`config.mk`:
```
export PLATFORM = sky130hd
export DESIGN_NAME = crc32_frame_append_check_top_flat
export DESIGN_NICKNAME = d
export VERILOG_FILES = /design/src/rtl/crcfac_pkg.sv /design/src/rtl/crcfac_in_if.sv /design/src/rtl/crcfac_out_if.sv /design/src/rtl/crc32_frame_append_check_top.sv /design/src/flat_wrapper.sv
export SDC_FILE = /design/constraint.sdc
export NUM_CORES = 1
export LEC_CHECK = 0
export BUFFER_PORTS_ARGS = -buffer_cell sky130_fd_sc_hd__buf_2
export CORE_ASPECT_RATIO = 0.5
export CORE_UTILIZATION = 55
export CTS_CLUSTER_SIZE = 12
export DETAILED_ROUTE_END_ITERATION = 7
export PLACE_DENSITY = 0.7
export SETUP_SLACK_MARGIN = 0.2
export SLEW_MARGIN = 25
export SYNTH_ARGS = -nofsm -noshare
export SYNTH_HDL_FRONTEND = slang
export SYNTH_SLANG_ARGS = --single-unit
```
`constraint.sdc`:
```
create_clock -name clk_i -period 5.2 [get_ports clk_i]
set_clock_uncertainty 0.2 [all_clocks]
set_input_delay 0.26 -clock clk_i [delete_from_list [all_inputs] [get_ports clk_i]]
set_output_delay 0.26 -clock clk_i [all_outputs]
set_load 0.05 [all_outputs]
```
`src/rtl/crcfac_pkg.sv`:
```
// ============================================================================
// crcfac_pkg
// Types, constants and the byte-wide CRC-32 update shared by the frame
// append/check block.
// ============================================================================
package crcfac_pkg;

  localparam logic [31:0] CrcPoly   = 32'h04C1_1DB7;
  localparam logic [31:0] CrcTopBit = 32'h8000_0000;
  localparam logic [31:0] CrcInit   = 32'h0000_0000;
  localparam int unsigned CrcBits   = 32;

  typedef enum logic {
    MODE_APPEND = 1'b0,
    MODE_CHECK  = 1'b1
  } mode_e;

  typedef struct packed {
    logic data_bit;
    logic frame_end;
  } in_item_t;

  typedef struct packed {
    logic out_bit;
    logic is_crc_bit;
    logic out_last;
    logic crc_error;
  } out_item_t;

  // MSB-first CRC-32 over one byte, eight shift steps unrolled
  function automatic logic [31:0] crc_byte_update(logic [31:0] crc, logic [7:0] b);
    logic [31:0] c;
    c = crc ^ {b, 24'h00_0000};
    for (int k = 0; k < 8; k++) begin
      if ((c & CrcTopBit) != '0) begin
        c = {c[30:0], 1'b0} ^ CrcPoly;
      end else begin
        c = {c[30:0], 1'b0};
      end
    end
    return c;
  endfunction

endpackage

```
`src/rtl/crcfac_in_if.sv`:
```
// ============================================================================
// crcfac_in_if
// Input channel: one frame bit per item, valid/ready handshake.
// ============================================================================
interface crcfac_in_if;
  import crcfac_pkg::*;

  logic     valid;
  logic     ready;
  in_item_t data;

  modport source (output valid, output data, input ready);
  modport sink   (input valid, input data, output ready);
endinterface

```
`src/rtl/crcfac_out_if.sv`:
```
// ============================================================================
// crcfac_out_if
// Output channel: one result bit per item, valid/ready handshake.
// ============================================================================
interface crcfac_out_if;
  import crcfac_pkg::*;

  logic      valid;
  logic      ready;
  out_item_t data;

  modport source (output valid, output data, input ready);
  modport sink   (input valid, input data, output ready);
endinterface

```
`src/rtl/crc32_frame_append_check_top.sv`:
```
// ============================================================================
// crc32_frame_append_check_top
// Serial CRC-32 frame appender / checker with registered output.
// ============================================================================
// Takes one frame bit per cycle and presents it from the following cycle through an
// output register; an item can enter every cycle while the output side keeps
// up. Whole bytes (first bit as MSB) update the CRC-32 (poly 0x04C11DB7,
// init 0, no final XOR) in the cycle the eighth bit arrives; a trailing
// partial byte is not covered. In append mode the final bit of a frame is
// followed by the 32 CRC bits, MSB first, shifted out of a 32-bit register
// one per cycle while the output is not stalled, so such a frame end occupies
// the output for 33 items and input is held off during the 32 CRC items. In
// check mode the final item carries crc_error when the residue is nonzero.
// Mode is sampled at the frame's final bit.
module crc32_frame_append_check_top (
  input  logic                clk_i,
  input  logic                rst_ni,
  input  logic                cfg_we_i,
  input  logic                cfg_wdata_i,
  crcfac_in_if.sink           in_i,
  crcfac_out_if.source        out_o
);
  import crcfac_pkg::*;

  localparam int unsigned RemW = $clog2(CrcBits + 1);

  mode_e           mode_q;
  logic [31:0]     crc_q,   crc_d;
  logic [6:0]      gather_q, gather_d;
  logic [2:0]      cnt_q,   cnt_d;
  logic [31:0]     shift_q, shift_d;
  logic [RemW-1:0] rem_q,   rem_d;
  logic            ovalid_q, ovalid_d;
  out_item_t       oitem_q, oitem_d;

  logic        load;
  logic        in_fire;
  logic [7:0]  byte_w;
  logic [31:0] crc_new;

  assign load     = !ovalid_q || out_o.ready;
  assign in_i.ready = load && (rem_q == '0);
  assign in_fire  = in_i.valid && in_i.ready;
  assign out_o.valid = ovalid_q;
  assign out_o.data  = oitem_q;

  assign byte_w  = {gather_q, in_i.data.data_bit};
  assign crc_new = (cnt_q == 3'd7) ? crc_byte_update(crc_q, byte_w) : crc_q;

  always_comb begin
    crc_d    = crc_q;
    gather_d = gather_q;
    cnt_d    = cnt_q;
    shift_d  = shift_q;
    rem_d    = rem_q;
    ovalid_d = ovalid_q;
    oitem_d  = oitem_q;
    if (load) begin
      if (rem_q != '0) begin
        oitem_d.out_bit    = shift_q[31];
        oitem_d.is_crc_bit = 1'b1;
        oitem_d.out_last   = (rem_q == RemW'(1));
        oitem_d.crc_error  = 1'b0;
        ovalid_d = 1'b1;
        shift_d  = {shift_q[30:0], 1'b0};
        rem_d    = rem_q - RemW'(1);
      end else if (in_fire) begin
        ovalid_d = 1'b1;
        oitem_d.out_bit    = in_i.data.data_bit;
        oitem_d.is_crc_bit = 1'b0;
        oitem_d.out_last   = !in_i.data.frame_end || (mode_q == MODE_CHECK);
        oitem_d.crc_error  = in_i.data.frame_end && (mode_q == MODE_CHECK) &&
                             (crc_new != '0);
        if (in_i.data.frame_end) begin
          crc_d    = CrcInit;
          gather_d = '0;
          cnt_d    = '0;
          if (mode_q == MODE_APPEND) begin
            shift_d = crc_new;
            rem_d   = RemW'(CrcBits);
          end
        end else begin
          crc_d    = crc_new;
          gather_d = (cnt_q == 3'd7) ? 7'd0 : byte_w[6:0];
          cnt_d    = cnt_q + 3'd1;
        end
      end else begin
        ovalid_d = 1'b0;
      end
    end
  end

  always_ff @(posedge clk_i or negedge rst_ni) begin
    if (!rst_ni) begin
      mode_q   <= MODE_APPEND;
      crc_q    <= CrcInit;
      gather_q <= '0;
      cnt_q    <= '0;
      rem_q    <= '0;
      ovalid_q <= 1'b0;
    end else begin
      if (cfg_we_i) begin
        mode_q <= mode_e'(cfg_wdata_i);
      end
      crc_q    <= crc_d;
      gather_q <= gather_d;
      cnt_q    <= cnt_d;
      rem_q    <= rem_d;
      ovalid_q <= ovalid_d;
    end
  end

  always_ff @(posedge clk_i) begin
    shift_q <= shift_d;
    oitem_q <= oitem_d;
  end

endmodule

```
`src/flat_wrapper.sv`:
```
// flat-port wrapper written by rule: the top's interface ports become plain ports
module crc32_frame_append_check_top_flat import crcfac_pkg::*;
  (clk_i, rst_ni, cfg_we_i, cfg_wdata_i, in_i_valid, in_i_data, in_i_ready, out_o_valid, out_o_data, out_o_ready);
  crcfac_in_if in_i_i ();
  crcfac_out_if out_o_i ();
  input  logic clk_i;
  input  logic rst_ni;
  input  logic cfg_we_i;
  input  logic cfg_wdata_i;
  input wire logic [$bits(in_i_i.valid)-1:0] in_i_valid;
  input wire logic [$bits(in_i_i.data)-1:0] in_i_data;
  output wire logic [$bits(in_i_i.ready)-1:0] in_i_ready;
  output wire logic [$bits(out_o_i.valid)-1:0] out_o_valid;
  output wire logic [$bits(out_o_i.data)-1:0] out_o_data;
  input wire logic [$bits(out_o_i.ready)-1:0] out_o_ready;
  assign in_i_i.valid = in_i_valid;
  assign in_i_i.data = in_i_data;
  assign in_i_ready = in_i_i.ready;
  assign out_o_valid = out_o_i.valid;
  assign out_o_data = out_o_i.data;
  assign out_o_i.ready = out_o_ready;
  crc32_frame_append_check_top u_core (.clk_i(clk_i), .rst_ni(rst_ni), .cfg_we_i(cfg_we_i), .cfg_wdata_i(cfg_wdata_i), .in_i(in_i_i), .out_o(out_o_i));
endmodule
```
### Yosys cells after proc, flatten, opt, wreduce, memory -nomap -nowiden

Index checks and enable logic that the tools add are counted.

| storage, ports and cells | value |
|---|---|
| output and inout bits | 6 |
| input bits | 8 |
| register bits after elaboration | 86 |
| word-level logic and storage cells | 68 |

| operators by class | value |
|---|---|
| muxes and demuxes | 25 |
| bitwise gates (word level) | 10 |
| equal/unequal tests | 3 |
| reduce and logical (&&, ||, !) cells | 16 |
| add/subtract/negate cells | 2 |

Operators by type and width:

| kind | number |
|---|---|
| 2-to-1 mux 27 bit | 8 |
| 2-to-1 mux 32 bit | 6 |
| inverter 14 bit | 8 |
| nonzero test 32 bit | 1 |
| bitwise XOR 32 bit | 1 |
| 2-to-1 mux 6 bit | 4 |
| 2-to-1 mux 7 bit | 2 |
| 2-to-1 mux 4 bit | 2 |
| equality test 6 x 1 -> 1 bit (second input constant) | 1 |
| logical NOT 6 bit | 1 |
| nonzero test 6 bit | 1 |
| subtractor 6 x 1 -> 6 bit (second input constant) | 1 |
| logical AND 1 bit | 4 |
| AND reduction 4 bit | 1 |
| nonzero test 2 bit | 2 |
| adder 3 x 1 -> 3 bit (second input constant) | 1 |
| equality test 3 bit (second input constant) | 1 |
| 2-to-1 mux 3 bit | 1 |
| AND reduction 3 bit | 1 |
| logical NOT 1 bit | 2 |
| logical OR 1 bit | 2 |
| 2-to-1 mux 1 bit | 2 |
| != test 2 bit (second input constant) | 1 |
| AND reduction 2 bit | 1 |
| inverter 1 bit | 1 |

### Longest topological paths before layout

Gate-level depths: netlist of the first run.

| depth | value |
|---|---|
| depth in word-level cells | 22 |
| depth in mapped cells | 10 |
| mapped depth without buffers | 9 |

### Least setup slack after synthesis of the first run

No wires, ideal clock.

| timing path | value |
|---|---|
| path type | flip-flop to flip-flop |
| from | register u_core.rem_q[0] |
| to | register u_core.rem_q[4] |
| library setup time | 125 ps |
| arrival | 2576 ps |
| required time | 4875 ps |
| stages on the path, launching flop included | 10 |
| slack | 2299 ps |
| cell sequence | dfrtp_1 inv_1 ha_1 nand2_1 o21a_1 o21ai_0 inv_1 nand2_1 nor3_1 mux2_2 |

| between the ends | value |
|---|---|
| longest elaborated chain between the ends | 5 |
| elaborated cells between the ends (all ways) | 10 |
| classes of those cells | add/sub: 1; eq/ne: 1; mux: 1; reduce/logical: 7 |

RTL lines:

| element | line | source |
|---|---|---|
| start, declared | crc32_frame_append_check_top.sv:32 | `logic [RemW-1:0] rem_q, rem_d;` |
| start signal, assigned | crc32_frame_append_check_top.sv:108 | `rem_q <= rem_d;` |
| branches (longest 5 deep; another with subtractor 6 x 1 -> 6 bit) | n/a |  |

Parallel ways; which one is timed is not known.
A chain may end at the register's enable or synchronous reset.

### Worst setup path after layout of the first run

| timing path | value |
|---|---|
| from | register u_core.rem_q[3] |
| to | register u_core.crc_q[31] |

| between the ends | value |
|---|---|
| longest elaborated chain between the ends | 4 |
| elaborated cells between the ends (all ways) | 6 |
| classes of those cells | bitwise: 1; reduce/logical: 5 |

RTL lines:

| element | line | source |
|---|---|---|
| logical NOT 6 bit | crc32_frame_append_check_top.sv:42 | `assign in_i.ready = load && (rem_q == '0);` |
| logical AND 1 bit | crc32_frame_append_check_top.sv:42 |  |
| logical AND 1 bit | crc32_frame_append_check_top.sv:43 | `assign in_fire = in_i.valid && in_i.ready;` |
| AND reduction 3 bit (no line) * | n/a |  |
| end signal, assigned | crc32_frame_append_check_top.sv:96 | `crc_q <= CrcInit;` |
| end signal, assigned | crc32_frame_append_check_top.sv:105 | `crc_q <= crc_d;` |
| end, declared | crc32_frame_append_check_top.sv:28 | `logic [31:0] crc_q, crc_d;` |

Mark *: on every way between the ends. The rest lies on a longest branch, timed or not.

==> results of run 1 <==
==> flip-flops by register name, summed over array words and instances, names as in the netlist <==
| signal | cells |
|---|---|
| u_core.mode_q | 1 |
| u_core.rem_q | 6 |
| u_core.out_o.valid | 1 |
| u_core.cnt_q | 3 |
| u_core.gather_q | 7 |
| u_core.crc_q | 32 |
| u_core.out_o.data | 4 |
| u_core.shift_q | 32 |
==> through the flow <==
stage,cells,power [mW],area [µm²],utilization,worst slack [ns]
floorplan,483,2.437,5107,-,2.299
global placement,593,2.725,5263,0.5941,1.832
detailed placement,593,2.744,5263,0.5941,1.584
CTS,612,3.392,5592,0.6312,1.519
global route,612,3.605,5597,0.6318,1.495
finish,612,3.383,5597,0.6318,1.751
==> logic make-up after synthesis <==
family | after synthesis | share of synthesized area
compound gates | 116 | 0.1222
xor+xnor | 74 | 0.2119
fa+ha+maj | 4 | 0.009800
buf+inv | 32 | 0.02572
flops | 86 | 0.4566
mux | 19 | 0.03797
simple gates | 152 | 0.1357
==> power breakdown <==
group / internal (mW) / switching [mW]
clock network: 0.378 / 0.260
logic: 0.804 / 0.842
registers: 0.930 / 0.169
==> layer usage <==
layer	track usage	part of all wire
met5	0	0.0012
met4	0.08614	0.017
met3	0.06310	0.061
met2	0.3724	0.43
met1	0.3824	0.49
==> layout by cell type (no fill, tap or decap), types with 2 or more instances in the layout <==
| cell | count |
|---|---|
| a21oi_1 | 23 |
| and3_1 | 2 |
| buf_2 | 13 |
| buf_4 | 6 |
| clkbuf_16 | 9 |
| clkinv_1 | 2 |
| dfrtp_1 | 50 |
| dlygate4sd3_1 | 4 |
| edfxtp_1 | 36 |
| ha_1 | 3 |
| inv_1 | 6 |
| mux2_2 | 3 |
| mux2i_1 | 16 |
| nand2_1 | 89 |
| nand2b_1 | 4 |
| nand3_1 | 2 |
| nand4_1 | 4 |
| nor2_1 | 20 |
| nor2b_1 | 10 |
| nor3_1 | 4 |
| nor4_1 | 5 |
| o21a_1 | 3 |
| o21ai_0 | 80 |
| or3_1 | 4 |
| xnor2_1 | 37 |
| xnor2_2 | 4 |
| xnor2_4 | 6 |
| xnor3_1 | 13 |
| xnor3_2 | 2 |
| xor2_1 | 7 |
| xor2_4 | 2 |
| xor3_1 | 3 |
==> path summary, 6_finish.rpt <==
kind	to	start	slack (ns)	depth (start not counted)
worst max-delay path	u_core.crc_q[31]	u_core.rem_q[3]	1.75	7
worst min-delay path	u_core.gather_q[0]	in_i_data[1]	0.05	3
worst max register to register	u_core.crc_q[31]	u_core.rem_q[3]	1.75	7
worst min register to register	u_core.cnt_q[1]	u_core.cnt_q[1]	0.29	2
max in group asynchronous	u_core.crc_q[11]	rst_ni	3.96	3
min in group asynchronous	u_core.rem_q[0]	rst_ni	0.35	3
==> worst max-delay path, cell delays in order, from the launching register on <==
cell	delay, ns
dfrtp_1	0.42
nor4_1	0.59
nand2_2	0.40
nor2_1	0.36
nand2_4	0.38
nor2_1	0.67
a21oi_1	0.16
o21ai_0	0.19
==> cell type report <==
| cell class | count | area (µm²) |
|---|---|---|
| inverter | 6 | 22.52 |
| fill | 698 | 3262 |
| sequential | 86 | 2332 |
| tap | 117 | 146.4 |
| clock inverter | 5 | 50.05 |
| timing repair buffer | 23 | 150.1 |
| multi-input combinational | 365 | 2656 |
| clock buffer | 10 | 239.0 |
==> reports/results.txt, run 1 <==
Ant diodes - 0
Die area - 9699 µm²
Failing checks - design-rule violations
Worst Tran Pin Value - 0.6921 ns
Io pins - 14
Number of synthesized flops with an enable pin - 36
Synth area leader - dfrtp_1
Drt wl/cell - 18.27 µm
Nets - 503
Synthesized area - 5107 µm²
Rows - 24
Number of synthesized register bits - 86
Area Growth Syn to Fin - 9.579%
CTS Sinks - 86
Pre-Repair DR Iteration Count - 7
Crit path time final - 3.449 ns
Synthesized net count - 495
Yosys warnings - 0
Core ar. - 8859 µm²
Worst-path maximum fanout - 56
Status - complete, but fails checks
# H-tree levels - 3
Fin. max-slew vios - 0
Placer Congestion - 0.8479
Main area contributors after synthesis - dfrtp_1 (24%), edfxtp_1 (21%), o21ai_0 (7.8%), nand2_1 (6.7%), xnor2_1 (6.3%)
Largest net degree at the start of global routing - 57
Clk root buf - clkbuf_16
CTS max path bufs - 2
Ratio of final minimum period to clock period - 0.6632
Gr ovfl total - 0
TritonCTS clock tree - yes
Post-Syn Instances - 483
Top_reg_cell synth - dfrtp_1
Most frequent cells after synthesis - nand2_1 (91), o21ai_0 (80), dfrtp_1 (50)
Crit path DAT - 3.50 ns
Cts hold-fix bufs - 4
Average cell area after synthesis - 10.57 µm²
Setup CP Type - flop to flop
Share of the yosys chip area belonging to registers - 0.4566
Max-cap violations - 0
Endpoints failing setup - 0
Final hold vios - 0
Highest clock rate - 290.0 MHz
Worst-path clk slew - 0.06 ns
Yosys cell types - 47
Unrepaired setup endpoints after global routing - no
CP startpoint kind - flop
Vias in the first global route - 3376
Setup Buffers After CTS - 0
Layout cell share with drive strength beyond 1 - 0.1131
CTS Buf Count - 9
Slew margin rel. - 0.5369
Final WL - 11180 µm
Post-cts gate resize count - 0
Chip height - 70.14 µm
I/O Buffers - 13
Initial Util - 0.5766
Skew-Pair Late Insertion Delay - 0.34 ns
Top cell type's share of synthesized area - 0.2450
Worst Setup End Kind - flop
WP data required - 5.25 ns
Async S/R FF share, synth - 0.5814
Routed Antenna Nets - 0
Die X - 138.3 µm
Initial antenna violation count - 1
DR iter-0 viols - 380
Vias/cell - 5.742
Final TNS setup - 0 ns
Peak supply drop - 239.8 µV
GRT Util Overall - 0.2584
Via count of the routed design - 3514
First-pass GRT wire length - 18600 µm
# DRC - 5
Hold Slack - 0.04597 ns
Most numerous cell in the Yosys netlist - nand2_1
Hold crit path type - input port to flop
Leak - 2.349 nW
Final HPWL DP - 7829 µm
Pwr Density - 604.5 nW/µm²
Power figures use the tool's default switching activity.
==> run 2, diff against run 1 <==
- ABC_AREA: not set -> 1
- clock period: 5.2 -> 3.6 ns (I/O delays scaled with it)
==> reports/results.txt, run 2 <==
Average cell area after synthesis - 7.343 µm² (was 10.57 µm²)
Top cell type's share of synthesized area - 0.2287 (was 0.2450)
Leak - 3.016 nW (was 2.349 nW)
Top_reg_cell synth - dfrtp_1 (unchanged)
Peak supply drop - 561.1 µV (was 239.8 µV)
Initial Util - 0.5734 (was 0.5766)
Initial antenna violation count - 0 (was 1)
Vias/cell - 5.662 (was 5.742)
Slew margin rel. - 0.4832 (was 0.5369)
Synthesized area - 5470 µm² (was 5107 µm²)
Main area contributors after synthesis - dfrtp_1 (23%), nand2_1 (21%), edfxtp_1 (20%), nand3_1 (5.9%), inv_1 (4.9%) (was dfrtp_1 (24%), edfxtp_1 (21%), o21ai_0 (7.8%), nand2_1 (6.7%), xnor2_1 (6.3%))
Worst Tran Pin Value - 0.7740 ns (was 0.6921 ns)
Worst Setup End Kind - flop (unchanged)
Highest-count cells in the layout ignoring fill and taps - nand2_1 (309), inv_1 (72), nand3_1 (65), dfrtp_1 (50), o21ai_0 (47) (was nand2_1 (89), o21ai_0 (80), dfrtp_1 (50), xnor2_1 (37), edfxtp_1 (36))
Endpoints failing setup - 0 (unchanged)
DR iter-0 viols - 527 (was 380)
Setup CP Type - flop to flop (unchanged)
Async S/R FF share, synth - 0.5814 (unchanged)
Vias in the first global route - 4589 (was 3376)
WP data required - 3.65 ns (was 5.25 ns)
# H-tree levels - 3 (unchanged)
Pwr Density - 1035 nW/µm² (was 604.5 nW/µm²)
I/O Buffers - 13 (unchanged)
Final TNS setup - 0 ns (unchanged)
Yosys cell types - 36 (was 47)
Hold Slack - 0.04741 ns (was 0.04597 ns)
Number of synthesized flops with an enable pin - 36 (unchanged)
Largest net degree at the start of global routing - 73 (was 57)
Area Growth Syn to Fin - 8.555% (was 9.579%)
Biggest regs - u_core.crc_q: 32 flops, u_core.shift_q: 32 flops, u_core.gather_q: 7 flops (unchanged)
Final WL - 15790 µm (was 11180 µm)
Chip height - 72.52 µm (was 70.14 µm)
CTS Buf Count - 9 (unchanged)
Filler cells - 875 (was 698)
CTS max path bufs - 2 (unchanged)
TritonCTS clock tree - yes (unchanged)
Final HPWL DP - 10950 µm (was 7829 µm)
Post-cts gate resize count - 0 (unchanged)
Status - completed (was complete, but fails checks)
Layout cell share with drive strength beyond 1 - 0.1361 (was 0.1131)
Max-cap violations - 0 (unchanged)
Routed Antenna Nets - 0 (unchanged)
GRT Util Overall - 0.3299 (was 0.2584)
CTS Sinks - 86 (unchanged)
Io pins - 14 (unchanged)
First-pass GRT wire length - 24780 µm (was 18600 µm)
Die area - 10370 µm² (was 9699 µm²)
Most frequent cells after synthesis - nand2_1 (309), inv_1 (72), nand3_1 (65) (was nand2_1 (91), o21ai_0 (80), dfrtp_1 (50))
Worst-path clk slew - 0.07 ns (was 0.06 ns)
Yosys warnings - 0 (unchanged)
Ratio of final minimum period to clock period - 0.7988 (was 0.6632)
Hold crit path type - input port to flop (unchanged)
Pre-Repair DR Iteration Count - 5 (was 7)
Clk root buf - clkbuf_16 (unchanged)
Fin. max-slew vios - 0 (unchanged)
Leading cell type in the layout, fill and taps excluded - nand2_1 (unchanged)
CP startpoint kind - flop (unchanged)
Highest clock rate - 347.7 MHz (was 290.0 MHz)
Die X - 143.0 µm (was 138.3 µm)
Worst-path maximum fanout - 72 (was 56)
Ant diodes - 0 (unchanged)
Final hold vios - 0 (unchanged)
Synth area leader - dfrtp_1 (unchanged)
Gr ovfl total - 0 (unchanged)
Unrepaired setup endpoints after global routing - no (unchanged)
Drt wl/cell - 17.57 µm (was 18.27 µm)
Core ar. - 9540 µm² (was 8859 µm²)
Placer Congestion - 0.9540 (was 0.8479)
Number of synthesized register bits - 86 (unchanged)
Synthesized net count - 757 (was 495)
Crit path time final - 2.876 ns (was 3.449 ns)
Layout Utilization - 0.6224 (was 0.6318)
Post-Syn Instances - 745 (was 483)
Via count of the routed design - 5090 (was 3514)
Share of the yosys chip area belonging to registers - 0.4263 (was 0.4566)
Crit path DAT - 2.92 ns (was 3.50 ns)
Skew-Pair Late Insertion Delay - 0.35 ns (was 0.34 ns)
Nets - 771 (was 503)
Most numerous cell in the Yosys netlist - nand2_1 (unchanged)
# DRC - 0 (was 5)
Rows - 25 (was 24)
-- run 2: changes by cell type after synthesis, sizes merged, moves of 8 or more --
cell and change:
o22ai +30, nor2 +11, o21ai -29, nand2 +257, clkbuf -8, a21oi -16, xnor2 -47, nand3 +66
xnor3 -15, nor2b -10, inv +75, mux2i -15
-- run 2: report_power, final --
part / switching (mW) / internal, mW
sequential: 0.250 / 1.46
combinational: 2.46 / 1.02
clock: 0.419 / 0.539
-- run 2: critical path, cell delays in order (launching register included) --
cell and delay (ns):
dfrtp_1 0.39, inv_1 0.09, ha_1 0.22, inv_1 0.07, nor2_2 0.05, inv_2 0.06
nor2_4 0.04, inv_4 0.44, o21ai_0 0.28, nor2_4 0.19, buf_4 0.44, nand2_1 0.13
a21oi_1 0.14, a21oi_1 0.05
-- run 2: cell type report --
class                   instances  area, µm²  area share
repair buffers                 25      170.2     0.02866
multi-input cells             554       2653      0.4467
inverters                      83      315.3     0.05310
well taps                     135      168.9     0.02844
clock buffers                   9      225.2     0.03793
flip-flops and latches         86       2332      0.3928
clock inverters                 7      73.82     0.01243
-- run 2: path summary, 6_finish.rpt --
path / cells past startpoint / slack [ns] / to / from
worst max-delay path: 13 / 0.72 / u_core.rem_q[4] / u_core.rem_q[0]
worst min register to register: 1 / 0.29 / u_core.cnt_q[0] / u_core.cnt_q[0]
max in group asynchronous: 3 / 2.41 / u_core.gather_q[5] / rst_ni
min in group asynchronous: 2 / 0.17 / u_core.crc_q[6] / rst_ni
worst max register to register: 13 / 0.72 / u_core.rem_q[4] / u_core.rem_q[0]
worst min-delay path: 4 / 0.05 / u_core.out_o.valid / out_o_ready
-- run 2: timing repair --
action	4_1_cts	5_1_grt
buffers inserted	0	0
hold buffers	5	0
hold endpoints to repair	41	0
-- run 2: cell families after synthesis --
| kind of cell | share of synthesized area |
|---|---|
| multiplexers | 0.001830 |
| adder cells (fa/ha/maj) | 0.009149 |
| AO/OA/AOI/OAI | 0.1038 |
| AND/OR/NAND/NOR | 0.3628 |
| XOR/XNOR | 0.006404 |
| buffers and inverters | 0.08966 |
| flip-flops | 0.4264 |
-- run 2: stage by stage --
step	setup slack [ns]	instances	cell area, µm²	total power, mW
2_1_floorplan	0.7222	745	5470	4.232
3_3_place_gp	0.8080	878	5587	5.013
3_5_place_dp	0.7300	878	5587	5.095
4_1_cts	0.7463	899	5936	6.064
5_1_grt	0.5094	899	5938	6.588
6_report	0.7242	899	5938	6.146
-- run 2: per-layer routing --
layer  share of wire  vias up  global-route usage
li1                -     2423                   -
met1            0.46     2414              0.4612
met2            0.43      226              0.5024
met3           0.092       27             0.09505
met4           0.017        0             0.09080
met5               0        -                   0
==> run 3, diff against run 2 <==
- PLACE_DENSITY: 0.7 -> 0.72
- clock period: 3.6 -> 2.6 ns (I/O delays scaled with it)
==> reports/results.txt, run 3 (synthesis results as in run 2) <==
Crit path time final - 2.408 ns (was 2.876 ns)
Unrepaired setup endpoints after global routing - yes (was no)
First-pass GRT wire length - 25080 µm (was 24780 µm)
I/O Buffers - 13 (unchanged)
Max-cap violations - 0 (unchanged)
Setup slack after layout - 0.1923 ns (was 0.7242 ns)
GRT Util Overall - 0.3310 (was 0.3299)
Drt wl/cell - 17.98 µm (was 17.57 µm)
Pwr Density - 1396 nW/µm² (was 1035 nW/µm²)
Final hold vios - 0 (unchanged)
Clk root buf - clkbuf_16 (unchanged)
Crit path DAT - 2.31 ns (was 2.92 ns)
Endpoints failing setup - 0 (unchanged)
Register area - 2332 µm² (unchanged)
Routed Antenna Nets - 0 (unchanged)
Worst Tran Pin Value - 0.6430 ns (was 0.7740 ns)
Pre-Repair DR Iteration Count - 5 (unchanged)
Worst Hold Launch - out_o_ready (unchanged)
WP data required - 2.50 ns (was 3.65 ns)
Die area - 10370 µm² (unchanged)
Highest clock rate - 415.3 MHz (was 347.7 MHz)
Gr ovfl total - 0 (unchanged)
Largest net degree at the start of global routing - 68 (was 73)
Leak - 3.243 nW (was 3.016 nW)
Highest-count cells in the layout ignoring fill and taps - nand2_1 (299), inv_1 (69), nand3_1 (64), dfrtp_1 (50), o21ai_0 (43) (was nand2_1 (309), inv_1 (72), nand3_1 (65), dfrtp_1 (50), o21ai_0 (47))
Hold crit path type - input port to flop (unchanged)
Post-DP Area - 5655 µm² (was 5587 µm²)
Cell Count, Final, Fillers Out - 936 (was 899)
RR Startpoint - u_core.crc_q[31] (was u_core.rem_q[0])
Final HPWL DP - 10720 µm (was 10950 µm)
Slew margin rel. - 0.5703 (was 0.4832)
Io pins - 14 (unchanged)
Status - completed (unchanged)
# DRC - 0 (unchanged)
Initial Util - 0.5734 (unchanged)
Worst Setup End Kind - flop (unchanged)
Ratio of final minimum period to clock period - 0.9261 (was 0.7988)
Setup CP Type - flop to flop (unchanged)
R2R depth - 14 (was 13)
Chip height - 72.52 µm (unchanged)
Critical path launch point - u_core.crc_q[31] (was u_core.rem_q[0])
CTS Buf Count - 9 (unchanged)
Peak supply drop - 678.2 µV (was 561.1 µV)
Placer Congestion - 0.9544 (was 0.9540)
Post-layout instance area - 6482 µm² (was 5938 µm²)
Layout cell share with drive strength beyond 1 - 0.2022 (was 0.1361)
Vias/cell - 5.605 (was 5.662)
DR iter-0 viols - 558 (was 527)
Post-Place Cells - 885 (was 878)
CP startpoint kind - flop (unchanged)
Ant diodes - 0 (unchanged)
Initial antenna violation count - 0 (unchanged)
CTS max path bufs - 2 (unchanged)
Final TNS setup - 0 ns (unchanged)
CTS Sinks - 86 (unchanged)
Fin. max-slew vios - 0 (unchanged)
# H-tree levels - 3 (unchanged)
Final WL - 16830 µm (was 15790 µm)
Hold depth - 5 (was 4)
Via count of the routed design - 5246 (was 5090)
Vias in the first global route - 4664 (was 4589)
Filler cells - 813 (was 875)
Area Growth Syn to Fin - 18.50% (was 8.555%)
Worst-path maximum fanout - 9 (was 72)
Hold Slack - 0.09977 ns (was 0.04741 ns)
Core ar. - 9540 µm² (unchanged)
Die X - 143.0 µm (unchanged)
Nets - 808 (was 771)
Pwr Total - 9.048 mW (was 6.146 mW)
Rows - 25 (unchanged)
Worst-path clk slew - 0.07 ns (about the same)
Skew-Pair Late Insertion Delay - 0.35 ns (about the same)
Layout Utilization - 0.6795 (was 0.6224)
Biggest regs - u_core.crc_q: 32 flops, u_core.shift_q: 32 flops, u_core.gather_q: 7 flops (unchanged)
Multi-input logic area - 2800 µm² (was 2653 µm²)
Dpl ws - -0.1148 ns (was 0.7300 ns)
TritonCTS clock tree - yes (unchanged)
Leading cell type in the layout, fill and taps excluded - nand2_1 (unchanged)
-- run 3: final cells by class --
type                            instances  area share
Sequential cell                        86      0.3598
Timing Repair inverter                  3    0.004053
Multi-Input combinational cell        556      0.4320
Inverter                               83     0.05134
Clock buffer                            9     0.03474
Timing Repair Buffer                   57     0.07856
Clock inverter                          7     0.01351
Tap cell                              135     0.02606
-- run 3: report_power, final --
| group | switching (mW) | leakage, nW | internal, mW |
|---|---|---|---|
| Sequential | 0.367 | 0.922 | 2.01 |
| Clock | 0.612 | 0.155 | 0.771 |
| Combinational | 3.59 | 2.17 | 1.70 |
-- run 3: worst max-delay path, stage by stage, from the launching register on --
cell and delay (ns):
dfrtp_1 0.42, inv_2 0.09, nand2_2 0.07, nand2_4 0.15
nand2_2 0.11, nand2_4 0.18, nand2_1 0.09, nand2_1 0.11
nand2_1 0.07, nand3_2 0.08, nand2_1 0.10, nor2_1 0.15
nand3_2 0.10, nor2_4 0.17, a21oi_1 0.08
-- run 3: final timing paths --
kind,slack (ns),to
max in group asynchronous,1.28,u_core.rem_q[3]
min reg2reg,0.32,u_core.cnt_q[1]
max,0.19,u_core.out_o.data[0]
min in group asynchronous,0.13,u_core.gather_q[3]
min,0.1,u_core.rem_q[0]
max reg2reg,0.19,u_core.out_o.data[0]
-- run 3: routing by layer --
| metal | share of wire | global-route usage | vias to the layer above |
|---|---|---|---|
| li1 | - | - | 2507 |
| met1 | 0.45 | 0.4866 | 2456 |
| met2 | 0.42 | 0.4840 | 255 |
| met3 | 0.10 | 0.06799 | 28 |
| met4 | 0.020 | 0.1159 | 0 |
| met5 | 0 | 0 | - |
-- run 3: what timing repair did --
item / in CTS / in global routing
hold buffers: 8 / 0
cloned: 2 / 4
setup buffers: 0 / 21
gates resized for setup: 14 / 33
pin swaps: 1 / 10
setup endpoints to repair: 41 / 25
endpoints found under the hold margin: 54 / 0
